===== config.mk =====
export PLATFORM = sky130hd
export DESIGN_NAME = multi_mode_3x3_window_filter
export DESIGN_NICKNAME = d
export VERILOG_FILES = /design/src/rtl/mm3f_pkg.sv /design/src/rtl/mm3f_median.sv /design/src/rtl/mm3f_lin.sv /design/src/rtl/multi_mode_3x3_window_filter.sv
export VERILOG_INCLUDE_DIRS = /design/src /design/src/rtl
export SDC_FILE = /design/constraint.sdc
export NUM_CORES = 2
export LEC_CHECK = 0
export BUFFER_PORTS_ARGS = -buffer_cell sky130_fd_sc_hd__buf_2
export CAP_MARGIN = 10
export CORE_UTILIZATION = 50
export CTS_BUF_LIST = sky130_fd_sc_hd__clkbuf_8
export CTS_CLUSTER_DIAMETER = 60
export DETAILED_ROUTE_END_ITERATION = 16
export PLACE_DENSITY = 0.66
export SLEW_MARGIN = 20
export SYNTH_ARGS = -nofsm -noshare
export SYNTH_HDL_FRONTEND = slang
export SYNTH_SLANG_ARGS = --single-unit

===== constraint.sdc =====
create_clock -name clk -period 6.7 [get_ports clk]
set_clock_uncertainty 0.15 [all_clocks]
set_input_delay 1.34 -clock clk [delete_from_list [all_inputs] [get_ports clk]]
set_output_delay 1.34 -clock clk [all_outputs]
set_load 0.02 [all_outputs]

===== src/rtl/multi_mode_3x3_window_filter_macros.svh =====
// Assertion macros for the multi-mode 3x3 window filter.
// Included by the top-level RTL file, which carries the concurrent checks; no other dependencies.
// Under SYNTHESIS the macros expand to nothing.
`ifndef MULTI_MODE_3X3_WINDOW_FILTER_MACROS_SVH
`define MULTI_MODE_3X3_WINDOW_FILTER_MACROS_SVH

`ifndef SYNTHESIS

// Same-cycle implication, disabled while reset is asserted
`define ASSERT_IMPLY(label, clk, rst_n, ante, cons) \
    label: assert property (@(posedge clk) disable iff (!rst_n) (ante) |-> (cons)) \
        else $error("implication check failed");

// Next-cycle implication, disabled while reset is asserted
`define ASSERT_NEXT(label, clk, rst_n, ante, cons) \
    label: assert property (@(posedge clk) disable iff (!rst_n) (ante) |=> (cons)) \
        else $error("next-cycle check failed");

`else

`define ASSERT_IMPLY(label, clk, rst_n, ante, cons)
`define ASSERT_NEXT(label, clk, rst_n, ante, cons)

`endif

`endif


===== src/rtl/mm3f_pkg.sv =====
// Shared types, mode codes and fixed-point constants of the 3x3 window filter.
// No dependencies; imported by every RTL module of the block.
`default_nettype none

package mm3f_pkg;

    typedef logic [7:0] pix_t;

    // Window in row-major order, element 0 is top left
    typedef pix_t [8:0] window_t;

    // Filter mode codes
    localparam logic [2:0] MODE_EMBOSS   = 3'd0;
    localparam logic [2:0] MODE_SHARPEN  = 3'd1;
    localparam logic [2:0] MODE_BLUR     = 3'd2;
    localparam logic [2:0] MODE_FREICHEN = 3'd3;
    localparam logic [2:0] MODE_DIFF     = 3'd4;
    localparam logic [2:0] MODE_MEDIAN   = 3'd5;
    localparam logic [2:0] MODE_GAUSS    = 3'd6;
    localparam logic [2:0] MODE_UNUSED   = 3'd7;

    localparam pix_t PIX_MAX    = 8'd255;
    localparam pix_t EMBOSS_OFS = 8'd128;
    localparam pix_t DIFF_OFS   = 8'd60;

    // sqrt(2) in Q16, rounded to nearest
    localparam logic signed [17:0] SQRT2_Q16 = 18'sd92682;
    // Q16 one half for round half up
    localparam logic [24:0] Q16_HALF = 25'd32768;
    // 255.0 in Q16, upper clamp of each Frei-Chen gradient
    localparam logic [23:0] FC_CLAMP_MAX = 24'd16711680;
    // ceil(2^16 / 18): exact floor(x / 18) for x below 4600
    localparam logic [11:0] BLUR_RECIP = 12'd3641;

    // Per-mode results of the arithmetic datapath at the last shared stage
    typedef struct packed {
        pix_t        emboss;
        pix_t        sharpen;
        pix_t        blur;
        pix_t        diff;
        pix_t        gauss;
        logic [23:0] fc_r;
        logic [23:0] fc_c;
    } lin_res_t;

    function automatic pix_t pix_min(pix_t a, pix_t b);
        return (a < b) ? a : b;
    endfunction

    function automatic pix_t pix_max(pix_t a, pix_t b);
        return (a > b) ? a : b;
    endfunction

    function automatic pix_t pix_med3(pix_t a, pix_t b, pix_t c);
        return pix_max(pix_min(a, b), pix_min(pix_max(a, b), c));
    endfunction

endpackage

`default_nettype wire


===== src/rtl/mm3f_median.sv =====
// Three-stage median-of-nine network: row sort, column reduce, final median of three.
// Depends on mm3f_pkg for pixel types and min/max helpers.
`default_nettype none

module mm3f_median
    import mm3f_pkg::*;
(
    input  wire logic    clk,
    input  wire window_t win,
    output pix_t         median
);

    pix_t row_lo_reg  [3];
    pix_t row_mid_reg [3];
    pix_t row_hi_reg  [3];
    pix_t row_lo_next [3];
    pix_t row_mid_next[3];
    pix_t row_hi_next [3];

    pix_t max_lo_reg, max_lo_next;
    pix_t med_mid_reg, med_mid_next;
    pix_t min_hi_reg, min_hi_next;

    pix_t median_reg, median_next;

    // Sort each row into low, middle and high
    always_comb
    begin
        for (int r = 0; r < 3; r++)
        begin
            row_lo_next[r]  = pix_min(pix_min(win[3*r], win[3*r+1]), win[3*r+2]);
            row_hi_next[r]  = pix_max(pix_max(win[3*r], win[3*r+1]), win[3*r+2]);
            row_mid_next[r] = pix_med3(win[3*r], win[3*r+1], win[3*r+2]);
        end
    end

    // Reduce across rows: largest low, middle of middles, smallest high
    always_comb
    begin
        max_lo_next  = pix_max(pix_max(row_lo_reg[0], row_lo_reg[1]), row_lo_reg[2]);
        med_mid_next = pix_med3(row_mid_reg[0], row_mid_reg[1], row_mid_reg[2]);
        min_hi_next  = pix_min(pix_min(row_hi_reg[0], row_hi_reg[1]), row_hi_reg[2]);
    end

    // Median of the three survivors is the median of all nine
    always_comb
    begin
        median_next = pix_med3(max_lo_reg, med_mid_reg, min_hi_reg);
    end

    // Advance the network
    always_ff @(posedge clk)
    begin
        for (int r = 0; r < 3; r++)
        begin
            row_lo_reg[r]  <= row_lo_next[r];
            row_mid_reg[r] <= row_mid_next[r];
            row_hi_reg[r]  <= row_hi_next[r];
        end
        max_lo_reg  <= max_lo_next;
        med_mid_reg <= med_mid_next;
        min_hi_reg  <= min_hi_next;
        median_reg  <= median_next;
    end

    assign median = median_reg;

endmodule

`default_nettype wire


===== src/rtl/mm3f_lin.sv =====
// Three-stage arithmetic datapath: pre-add, multiply and clamp for the
// emboss, sharpen, blur, Frei-Chen, difference and Gaussian modes.
// Depends on mm3f_pkg for types and fixed-point constants.
`default_nettype none

module mm3f_lin
    import mm3f_pkg::*;
(
    input  wire logic    clk,
    input  wire window_t win,
    output lin_res_t     res
);

    // Stage 2: sums, differences, absolute differences
    logic signed [8:0]  emb_d_reg, emb_d_next;
    logic [11:0]        sum9_reg, sum9_next;
    logic [11:0]        gsum_reg, gsum_next;
    pix_t               centre_reg, centre_next;
    logic signed [9:0]  fc_ar_reg, fc_ar_next;
    logic signed [8:0]  fc_br_reg, fc_br_next;
    logic signed [9:0]  fc_ac_reg, fc_ac_next;
    logic signed [8:0]  fc_bc_reg, fc_bc_next;
    pix_t               adiff_reg [4];
    pix_t               adiff_next[4];

    // Stage 3: products and partial results
    pix_t               emb_s3_reg, emb_s3_next;
    pix_t               sharp_s3_reg, sharp_s3_next;
    logic [23:0]        blur_prod_reg, blur_prod_next;
    logic signed [9:0]  fc_ar_s3_reg;
    logic signed [9:0]  fc_ac_s3_reg;
    logic signed [26:0] fc_pr_reg, fc_pr_next;
    logic signed [26:0] fc_pc_reg, fc_pc_next;
    pix_t               diff_max_reg, diff_max_next;
    logic [11:0]        gsum_s3_reg;

    // Stage 4: final per-mode values
    lin_res_t           res_reg, res_next;

    logic [12:0]        blur_x;
    logic signed [12:0] sharp_v;
    logic [8:0]         diff_ofs;
    logic signed [26:0] fc_r_raw;
    logic signed [26:0] fc_c_raw;

    function automatic pix_t abs_diff(pix_t a, pix_t b);
        return (a > b) ? (a - b) : (b - a);
    endfunction

    // Clamp a signed Q16 gradient to 0..255.0
    function automatic logic [23:0] clamp_q16(logic signed [26:0] v);
        logic [23:0] r;
        if (v < 0)
        begin
            r = 24'd0;
        end
        else if (v > $signed({3'b000, FC_CLAMP_MAX}))
        begin
            r = FC_CLAMP_MAX;
        end
        else
        begin
            r = v[23:0];
        end
        return r;
    endfunction

    // Stage 2 pre-add
    always_comb
    begin
        emb_d_next  = $signed({1'b0, win[8]}) - $signed({1'b0, win[0]});
        sum9_next   = 12'(win[0]) + 12'(win[1]) + 12'(win[2])
                    + 12'(win[3]) + 12'(win[4]) + 12'(win[5])
                    + 12'(win[6]) + 12'(win[7]) + 12'(win[8]);
        gsum_next   = 12'(win[0]) + 12'(win[2]) + 12'(win[6]) + 12'(win[8])
                    + {3'b000, win[1], 1'b0} + {3'b000, win[3], 1'b0}
                    + {3'b000, win[5], 1'b0} + {3'b000, win[7], 1'b0}
                    + {2'b00, win[4], 2'b00};
        centre_next = win[4];
        fc_ar_next  = 10'(win[0]) - 10'(win[2]) + 10'(win[6]) - 10'(win[8]);
        fc_br_next  = 9'(win[3]) - 9'(win[5]);
        fc_ac_next  = 10'(win[6]) + 10'(win[8]) - 10'(win[0]) - 10'(win[2]);
        fc_bc_next  = 9'(win[7]) - 9'(win[1]);
        adiff_next[0] = abs_diff(win[8], win[0]);
        adiff_next[1] = abs_diff(win[7], win[1]);
        adiff_next[2] = abs_diff(win[6], win[2]);
        adiff_next[3] = abs_diff(win[3], win[5]);
    end

    // Stage 3: emboss and sharpen clamp, blur and root-2 multiplies, max tree
    always_comb
    begin
        if (emb_d_reg <= 0)
        begin
            emb_s3_next = EMBOSS_OFS;
        end
        else if (emb_d_reg >= 9'sd127)
        begin
            emb_s3_next = PIX_MAX;
        end
        else
        begin
            emb_s3_next = emb_d_reg[7:0] + EMBOSS_OFS;
        end

        // 10 * centre minus the full sum
        sharp_v = 13'({centre_reg, 3'b000}) + 13'({centre_reg, 1'b0}) - 13'(sum9_reg);
        if (sharp_v < 0)
        begin
            sharp_s3_next = 8'd0;
        end
        else if (sharp_v > 13'sd255)
        begin
            sharp_s3_next = PIX_MAX;
        end
        else
        begin
            sharp_s3_next = sharp_v[7:0];
        end

        // Round half up of sum / 9 is floor((2 * sum + 9) / 18)
        blur_x         = {sum9_reg, 1'b0} + 13'd9;
        blur_prod_next = 24'(blur_x) * 24'(BLUR_RECIP);

        fc_pr_next = 27'(fc_br_reg) * 27'(SQRT2_Q16);
        fc_pc_next = 27'(fc_bc_reg) * 27'(SQRT2_Q16);

        diff_max_next = pix_max(pix_max(adiff_reg[0], adiff_reg[1]),
                                pix_max(adiff_reg[2], adiff_reg[3]));
    end

    // Stage 4: finish each mode
    always_comb
    begin
        res_next.emboss  = emb_s3_reg;
        res_next.sharpen = sharp_s3_reg;
        res_next.blur    = blur_prod_reg[23:16];

        diff_ofs = 9'(diff_max_reg) + 9'(DIFF_OFS);
        res_next.diff = diff_ofs[8] ? PIX_MAX : diff_ofs[7:0];

        res_next.gauss = 8'((gsum_s3_reg + 12'd8) >> 4);

        fc_r_raw = $signed({fc_ar_s3_reg[9], fc_ar_s3_reg, 16'h0000}) + fc_pr_reg;
        fc_c_raw = $signed({fc_ac_s3_reg[9], fc_ac_s3_reg, 16'h0000}) + fc_pc_reg;
        res_next.fc_r = clamp_q16(fc_r_raw);
        res_next.fc_c = clamp_q16(fc_c_raw);
    end

    // Advance the datapath
    always_ff @(posedge clk)
    begin
        emb_d_reg  <= emb_d_next;
        sum9_reg   <= sum9_next;
        gsum_reg   <= gsum_next;
        centre_reg <= centre_next;
        fc_ar_reg  <= fc_ar_next;
        fc_br_reg  <= fc_br_next;
        fc_ac_reg  <= fc_ac_next;
        fc_bc_reg  <= fc_bc_next;
        for (int i = 0; i < 4; i++)
        begin
            adiff_reg[i] <= adiff_next[i];
        end

        emb_s3_reg    <= emb_s3_next;
        sharp_s3_reg  <= sharp_s3_next;
        blur_prod_reg <= blur_prod_next;
        fc_ar_s3_reg  <= fc_ar_reg;
        fc_ac_s3_reg  <= fc_ac_reg;
        fc_pr_reg     <= fc_pr_next;
        fc_pc_reg     <= fc_pc_next;
        diff_max_reg  <= diff_max_next;
        gsum_s3_reg   <= gsum_reg;

        res_reg <= res_next;
    end

    assign res = res_reg;

endmodule

`default_nettype wire


===== src/rtl/multi_mode_3x3_window_filter.sv =====
// Multi-mode 3x3 window filter top level: input register, mode register, valid
// pipeline, Frei-Chen final sum and mode select; uses mm3f_lin and mm3f_median.
// An item is carried through the input register, the mm3f_lin or mm3f_median stages
// and the output register to its result strobe. Throughput: one window per cycle, set
// by the five-register pipeline; busy stays low. Reset clears the valid pipe
// and sets filter_mode to emboss; results cannot be held off.
`default_nettype none

`include "multi_mode_3x3_window_filter_macros.svh"

module multi_mode_3x3_window_filter
    import mm3f_pkg::*;
(
    input  wire logic       clk,
    input  wire logic       rst_n,
    input  wire logic       start,
    output logic            busy,
    input  wire logic       cfg_we,
    input  wire logic [2:0] cfg_wdata,
    input  wire logic [7:0] pix_top_left,
    input  wire logic [7:0] pix_top_mid,
    input  wire logic [7:0] pix_top_right,
    input  wire logic [7:0] pix_mid_left,
    input  wire logic [7:0] pix_centre,
    input  wire logic [7:0] pix_mid_right,
    input  wire logic [7:0] pix_bot_left,
    input  wire logic [7:0] pix_bot_mid,
    input  wire logic [7:0] pix_bot_right,
    output logic [7:0]      out_pixel,
    output logic            result_valid
);

    logic [2:0] filter_mode_reg, filter_mode_next;

    window_t    win_s1_reg, win_s1_next;
    logic       valid_s1_reg, valid_s2_reg, valid_s3_reg, valid_s4_reg;
    logic [2:0] mode_s1_reg, mode_s2_reg, mode_s3_reg, mode_s4_reg;

    lin_res_t   lin_res;
    pix_t       median;

    logic [24:0] fc_sum;
    pix_t        fc_pix;
    pix_t        out_pixel_reg, out_pixel_next;
    logic        result_valid_reg;

    // The pipeline takes a window every cycle
    assign busy = 1'b0;

    // Mode register write
    always_comb
    begin
        filter_mode_next = cfg_we ? cfg_wdata : filter_mode_reg;
    end

    // Pack the window ports, row-major
    always_comb
    begin
        win_s1_next = {pix_bot_right, pix_bot_mid, pix_bot_left,
                       pix_mid_right, pix_centre,  pix_mid_left,
                       pix_top_right, pix_top_mid, pix_top_left};
    end

    // Hold the window of the latest transfer
    always_ff @(posedge clk)
    begin
        if (start)
        begin
            win_s1_reg <= win_s1_next;
        end
    end

    // Control: mode register, valid and mode travel with the data
    always_ff @(posedge clk or negedge rst_n)
    begin
        if (!rst_n)
        begin
            filter_mode_reg  <= MODE_EMBOSS;
            valid_s1_reg     <= 1'b0;
            valid_s2_reg     <= 1'b0;
            valid_s3_reg     <= 1'b0;
            valid_s4_reg     <= 1'b0;
            result_valid_reg <= 1'b0;
            mode_s1_reg      <= MODE_EMBOSS;
            mode_s2_reg      <= MODE_EMBOSS;
            mode_s3_reg      <= MODE_EMBOSS;
            mode_s4_reg      <= MODE_EMBOSS;
        end
        else
        begin
            filter_mode_reg  <= filter_mode_next;
            valid_s1_reg     <= start;
            valid_s2_reg     <= valid_s1_reg;
            valid_s3_reg     <= valid_s2_reg;
            valid_s4_reg     <= valid_s3_reg;
            result_valid_reg <= valid_s4_reg;
            mode_s1_reg      <= filter_mode_reg;
            mode_s2_reg      <= mode_s1_reg;
            mode_s3_reg      <= mode_s2_reg;
            mode_s4_reg      <= mode_s3_reg;
        end
    end

    mm3f_lin u_lin (
        .clk (clk),
        .win (win_s1_reg),
        .res (lin_res)
    );

    mm3f_median u_median (
        .clk    (clk),
        .win    (win_s1_reg),
        .median (median)
    );

    // Frei-Chen: add clamped gradients, round half up, clamp to a pixel
    always_comb
    begin
        fc_sum = 25'(lin_res.fc_r) + 25'(lin_res.fc_c) + Q16_HALF;
        fc_pix = fc_sum[24] ? PIX_MAX : fc_sum[23:16];
    end

    // Select the result of the item's mode
    always_comb
    begin
        unique case (mode_s4_reg)
            MODE_EMBOSS:   out_pixel_next = lin_res.emboss;
            MODE_SHARPEN:  out_pixel_next = lin_res.sharpen;
            MODE_BLUR:     out_pixel_next = lin_res.blur;
            MODE_FREICHEN: out_pixel_next = fc_pix;
            MODE_DIFF:     out_pixel_next = lin_res.diff;
            MODE_MEDIAN:   out_pixel_next = median;
            MODE_GAUSS:    out_pixel_next = lin_res.gauss;
            default:       out_pixel_next = 8'd0;
        endcase
    end

    // Output register
    always_ff @(posedge clk)
    begin
        out_pixel_reg <= out_pixel_next;
    end

    assign out_pixel    = out_pixel_reg;
    assign result_valid = result_valid_reg;

    // Each transfer enters the valid pipe on the next edge
    `ASSERT_NEXT(a_start_enters, clk, rst_n, start, valid_s1_reg)
    // Every result strobe traces back through the valid pipe to an earlier transfer
    `ASSERT_IMPLY(a_result_origin, clk, rst_n, result_valid, $past(start, 5))
    // Emboss never drops below its offset
    `ASSERT_IMPLY(a_emboss_floor, clk, rst_n, result_valid && $past(mode_s4_reg == MODE_EMBOSS), out_pixel[7])
    // Difference filter never drops below its offset
    `ASSERT_IMPLY(a_diff_floor, clk, rst_n, result_valid && $past(mode_s4_reg == MODE_DIFF), out_pixel >= DIFF_OFS)
    // Unused mode gives zero
    `ASSERT_IMPLY(a_unused_zero, clk, rst_n, result_valid && $past(mode_s4_reg == MODE_UNUSED), out_pixel == 8'd0)

endmodule

`default_nettype wire


* After elaboration in Yosys (flattened, before gate mapping)
Memories as Yosys holds them, arrays and structs flattened.
Index checks and enable logic that the tools add are counted.
** Cells by class
- Multiply operators :: 3
- Muxes and demuxes :: 43
- Equality and inequality tests :: 6
- Order comparisons :: 45
- Add/subtract/negate cells :: 43
- Reductions and logical operators :: 4
** Operator list (count)
- $mux W8 :: 39
- $gt A8 B8 Y1 :: 22
- $lt A8 B8 Y1 :: 15
- $add A12 B8 Y12 :: 9
- $sub A8 B8 Y8 :: 8
- $pmux W8 S7 :: 1
- $add A26 B27 Y27 :: 2
- $gt A27 B25 Y1 const B :: 2
- $lt A27 B1 Y1 const B :: 2
- $mul A9 B17 Y26 const B :: 2
- $add A12 B9 Y12 :: 4
- $mux W24 :: 2
- $sub A8 B8 Y9 :: 4
- $sub A10 B8 Y10 :: 3
- $add A8 B8 Y9 :: 3
- $add A24 B24 Y25 :: 1
- $add A25 B16 Y25 const B :: 1
- $mul A13 B12 Y24 const B :: 1
- $add A13 B4 Y13 const B :: 1
- $gt A13 B9 Y1 const B :: 1
- $lt A13 B1 Y1 const B :: 1
- $sub A12 B12 Y13 :: 1
- $add A11 B9 Y12 :: 1
- $add A12 B10 Y12 :: 1
- 12 further kinds :: 17
** Storage, ports and cells
- Flip-flop bits (word level) :: 431
- Output and inout port bits :: 10
- Memories kept :: 4
- Logic and storage cells :: 199
- Memory bits (writable) :: 104
- Bits of input ports :: 79
** Memories
- u_lin.adiff_reg :: depth 4, bits a word 8, read ports 4, clocked after memory_dff 0, write ports 4, line mm3f_lin.sv:23 : pix_t adiff_reg [4];
- u_median.row_hi_reg :: depth 3, bits a word 8, read ports 3, clocked after memory_dff 0, write ports 3, line mm3f_median.sv:15 : pix_t row_hi_reg [3];
- u_median.row_lo_reg :: depth 3, bits a word 8, read ports 3, clocked after memory_dff 0, write ports 3, line mm3f_median.sv:13 : pix_t row_lo_reg [3];
- u_median.row_mid_reg :: depth 3, bits a word 8, read ports 3, clocked after memory_dff 0, write ports 3, line mm3f_median.sv:14 : pix_t row_mid_reg [3];

* Logic depth before layout (Yosys ltp)
- Depth after elaboration :: 8
- Gate-level depth with buffers :: 30
- Depth with buffers taken out :: 29

* Hierarchy
Synthesis repeated with hierarchy kept, for this count alone.
** Unflattened totals
- Cells, all modules :: 3542
- Area, all modules :: 36927.9 µm²
** By module, submodules not included
- mm3f_lin :: cells an instance 2288, area each 23526.3 µm², instances 1
- mm3f_median :: cells an instance 967, area each 8949.8 µm², instances 1
- multi_mode_3x3_window_filter :: cells an instance 287, area each 4451.8 µm², instances 1

* Worst setup path after synthesis
OpenSTA, ideal clock, no wires.
- Path kind :: register to register
- Start :: reg win_s1_reg[57] (netlist name)
- End :: mem u_median.row_mid_reg[0][16] (netlist name)
- Arrival time :: 5.366 ns
- Data required time :: 6.429 ns
- Buffers on the path :: 2
- Stages on the path, launching flop included :: 28
- Path slack :: 1.063 ns
- Cell sequence :: edfxtp_1 > inv_1 > ha_1 > nor2b_1 > o21a_1 > o21a_1 > o21a_1 > o21bai_1 > and2_1 > clkbuf_1 > o21ai_0 > nand2_1 > ha_1 > a21o_1 > a21o_1 > a211oi_2 > clkbuf_1 > a31oi_1 > inv_1 > ha_1 > nor2b_1 > o21a_1 > o21ai_0 > nand2b_1 > a21oi_1 > o21ai_0 > o21ai_1 > mux2_2
** RTL lines
- from (decl) :: line multi_mode_3x3_window_filter.sv:35 : window_t win_s1_reg, win_s1_next;
- from (signal assigned) :: line multi_mode_3x3_window_filter.sv:69 : win_s1_reg <= win_s1_next;
- to (decl) :: line mm3f_median.sv:14

==> impl_metrics.json <==
{
  "run_status": "complete, but fails checks",
  "violated_checks": "DRC",
  "wl_per_cell_microns": 20.45,
  "first_iter_violations": 2101,
  "synth_enable_flop_cells": 72,
  "r2r-start": "win_s1_reg[3]",
  "post_synth_instance_area_sq_um": 37230,
  "synth_top_cell_by_area": "dfxtp_1",
  "grt_max_degree": 50,
  "core_region_area_sq_um": 73330,
  "fin_crit_ps": 6238,
  "worstMarginPinSlew_ps": 1043,
  "critPathKind": "reg2reg",
  "synthesis_warnings": 0,
  "area.sequential_sq_um": 10990,
  "cts.clk_slew.worst_paths_ps": 60,
  "cp.arrival_ps": 6680,
  "synth_seq_area_share_pct": 29.52,
  "fin_crit_sh_pct": 93.11,
  "synth_top_family_by_area": "adder cells",
  "total_area_of_multi_input_combinational_cells_sq_um": 23800,
  "yosys.area_share.xor_xnor_pct": 3.999,
  "grt.total_usage_pct": 27.75,
  "hold_start": "u_lin.blur_prod_reg[18]",
  "synth-simple-area-share_pct": 8.899,
  "detail_route.wirelength_microns": 103200,
  "place_inst": 4875,
  "clock_sink_count": 508,
  "starting_utilization_of_the_core_area_pct": 50.77,
  "post_dp_cell_area_sq_um": 39190,
  "placementRows": 99,
  "worst-endpoint-required_ps": 7140,
  "reg2regPathDepth": 27,
  "drcViolationCount": 6,
  "r2r_slack_ps": 460,
  "gp_congestion": 1.040,
  "n_fill_cell": 6513,
  "ys_seq_elements": 508,
  "finalInstanceArea_sq_um": 41150,
  "yosys.area.top_type_share_pct": 22.37,
  "final_util_pct": 56.12,
  "die-height_microns": 274.9,
  "layout-drive-gt1-share_pct": 10.70,
  "max_freq_mhz": 160.3,
  "start_kind": "flip-flop",
  "maxSlewHeadroom_pct": 29.75,
  "die_footprint_sq_um": 75560,
  "hold-path-endpoint": "u_lin.res[66]",
  "ys_async_sr_fraction_pct": 3.937,
  "io_pins": 89,
  "stdcell_count": 5045,
  "ys_dominant_reg_cell": "dfxtp_1",
  "cts-root-to-sink-buffers": 3,
  "drt.antenna.violating_nets": 0,
  "grt_pass1_vias": 27064,
  "report.final.slew_viol_count": 0,
  "hold-path-cell-count": 0,
  "synth-compound-area-share_pct": 13.61,
  "cts.htree.levels": 3,
  "cts_tree": "built",
  "clock_latency_ps": 710,
  "fin_tns_setup_ps": 0,
  "dominant_cells_by_area_after_synthesis": "dfxtp_1 22%, ha_1 22%, fa_1 11%, inv_1 6.1%, edfxtp_1 5.8%",
  "antenna_found_initial": 4,
  "post_cts_hold_buffer_count": 0,
  "first_pass_iters": 12,
  "avgViaCountPerCell": 5.447,
  "cts.root.buffer_cell": "clkbuf_8",
  "post-cts-setup-buffer-count": 0,
  "largest_register_ffs": 86,
  "final-setup-viol-count": 0,
  "mappedNetlistNets": 4736,
  "layout-area-overhead-vs-synth_pct": 10.54,
  "buffer_ports.inserted": 87,
  "maxCapViolCount": 0,
  "synth.area.mux_share_pct": 4.429,
  "detailedPlacementHpwl_microns": 83530,
  "globalRoute.totalOverflow": 0,
  "numCtsBuffers": 91,
  "r2r-end": "u_median.row_mid_reg[0][6]",
  "min-delay-path-class": "reg2reg",
  "post_synth_fa_ha_maj_area_fraction_pct": 32.96,
  "synthDistinctLibCells": 80,
  "number_of_vias_in_the_routed_layout": 27482,
  "first_pass_grt_wire_length_microns": 157400,
  "post_cts_resize_count": 0,
  "final_hold_viol_count": 0,
  "final_net_count": 4941,
  "synthCells": 3804,
  "synthesis.area_per_instance_sq_um": 9.787,
  "die_w_microns": 274.9,
  "unrepaired_setup_endpoints_after_global_routing": "false",
  "timing.critical_path.to_type": "flip-flop",
  "path_max_fanout": 13
}
==> worst max-delay path, stage by stage, from the launching register on <==
cell and delay [ps]:
edfxtp_1 610, ha_1 430, inv_1 80, a21oi_1 120
o21ai_1 110, a21oi_2 350, nor2_1 200, o21ai_0 390
nand2_1 110, ha_1 290, nor2b_1 130, o21ai_0 140
nand2b_1 70, a21oi_1 150, nor2_1 70, a211oi_2 380
buf_4 260, a31oi_1 140, inv_1 90, ha_1 230
nor2b_1 130, o21a_1 160, o21ai_0 160, nand2b_1 80
a21oi_1 150, o21ai_0 110, o21ai_1 410, mux2_2 400
==> cell usage after synthesis (41+ instances only) <==
cell / count
dfxtp_1: 416
a31oi_1: 41
nor2_1: 187
mux2i_1: 59
a21o_1: 93
xnor2_1: 134
nand2_1: 146
o21ai_0: 163
mux2_2: 90
o21bai_1: 45
a21oi_1: 222
nor3_1: 52
o21a_1: 50
nand3_1: 76
inv_1: 607
fa_1: 213
edfxtp_1: 72
ha_1: 640
==> metrics by stage <==
stage | hold WS, ps | worst slack (ps)
2_1_floorplan | 159.6 | 1063
3_3_place_gp | 160.1 | 725.5
3_5_place_dp | 162.1 | 709.4
4_1_cts | 172.2 | 672.3
5_1_grt | 179.5 | 6.665
6_report | 173.2 | 461.8
==> kinds of logic (layout without fill, tap and decap cells) <==
family	count (synthesis)	in the layout
simple gates	684	684
buf+inv	647	926
other cells	2	5
compound gates	789	789
xor+xnor	170	170
fa+ha+maj	853	853
flops	508	508
mux	151	151
==> worst max-delay path by stage <==
stage | start | end | slack (ps)
2_1_floorplan | win_s1_reg[57] | u_median.row_mid_reg[0][16] | 1060
3_3_place_gp | win_s1_reg[9] | u_median.row_mid_reg[0][6] | 730
3_5_place_dp | win_s1_reg[9] | u_median.row_mid_reg[0][2] | 710
4_1_cts | u_median.med_mid_reg[1] | u_median.median[1] | 670
5_1_grt | win_s1_reg[9] | u_median.row_mid_reg[0][6] | 7
6_report | win_s1_reg[3] | u_median.row_mid_reg[0][6] | 460
==> cell type report <==
class,instances,area share (%)
timing repair buffer,152,2.250
tap,959,2.916
clock buffer,109,3.645
inverter,607,5.536
clock inverter,58,1.101
antenna,3,0.01824
sequential,508,26.71
multi-input combinational,2649,57.83
==> routing by layer <==
layer,part of all wire [%],global-route usage [%],vias to the layer above
met5,0,0,-
met1,47,38.30,13049
met4,4.4,11.50,0
met2,43,43.23,806
met3,5.7,4.382,224
li1,-,-,13403
==> cell usage in the layout (no fill, tap or decap), drive strengths merged, types with 90 or more instances in the layout <==
cell,instances
nand2,146
nor2,187
mux2,90
fa,213
dfxtp,416
xnor2,134
a21o,93
a21oi,231
o21ai,189
clkbuf,109
inv,630
buf,152
ha,640
Power is left out: the tool's default activity adds up to more than one toggle a clock period on the data nets, which glitch-free logic cannot reach.
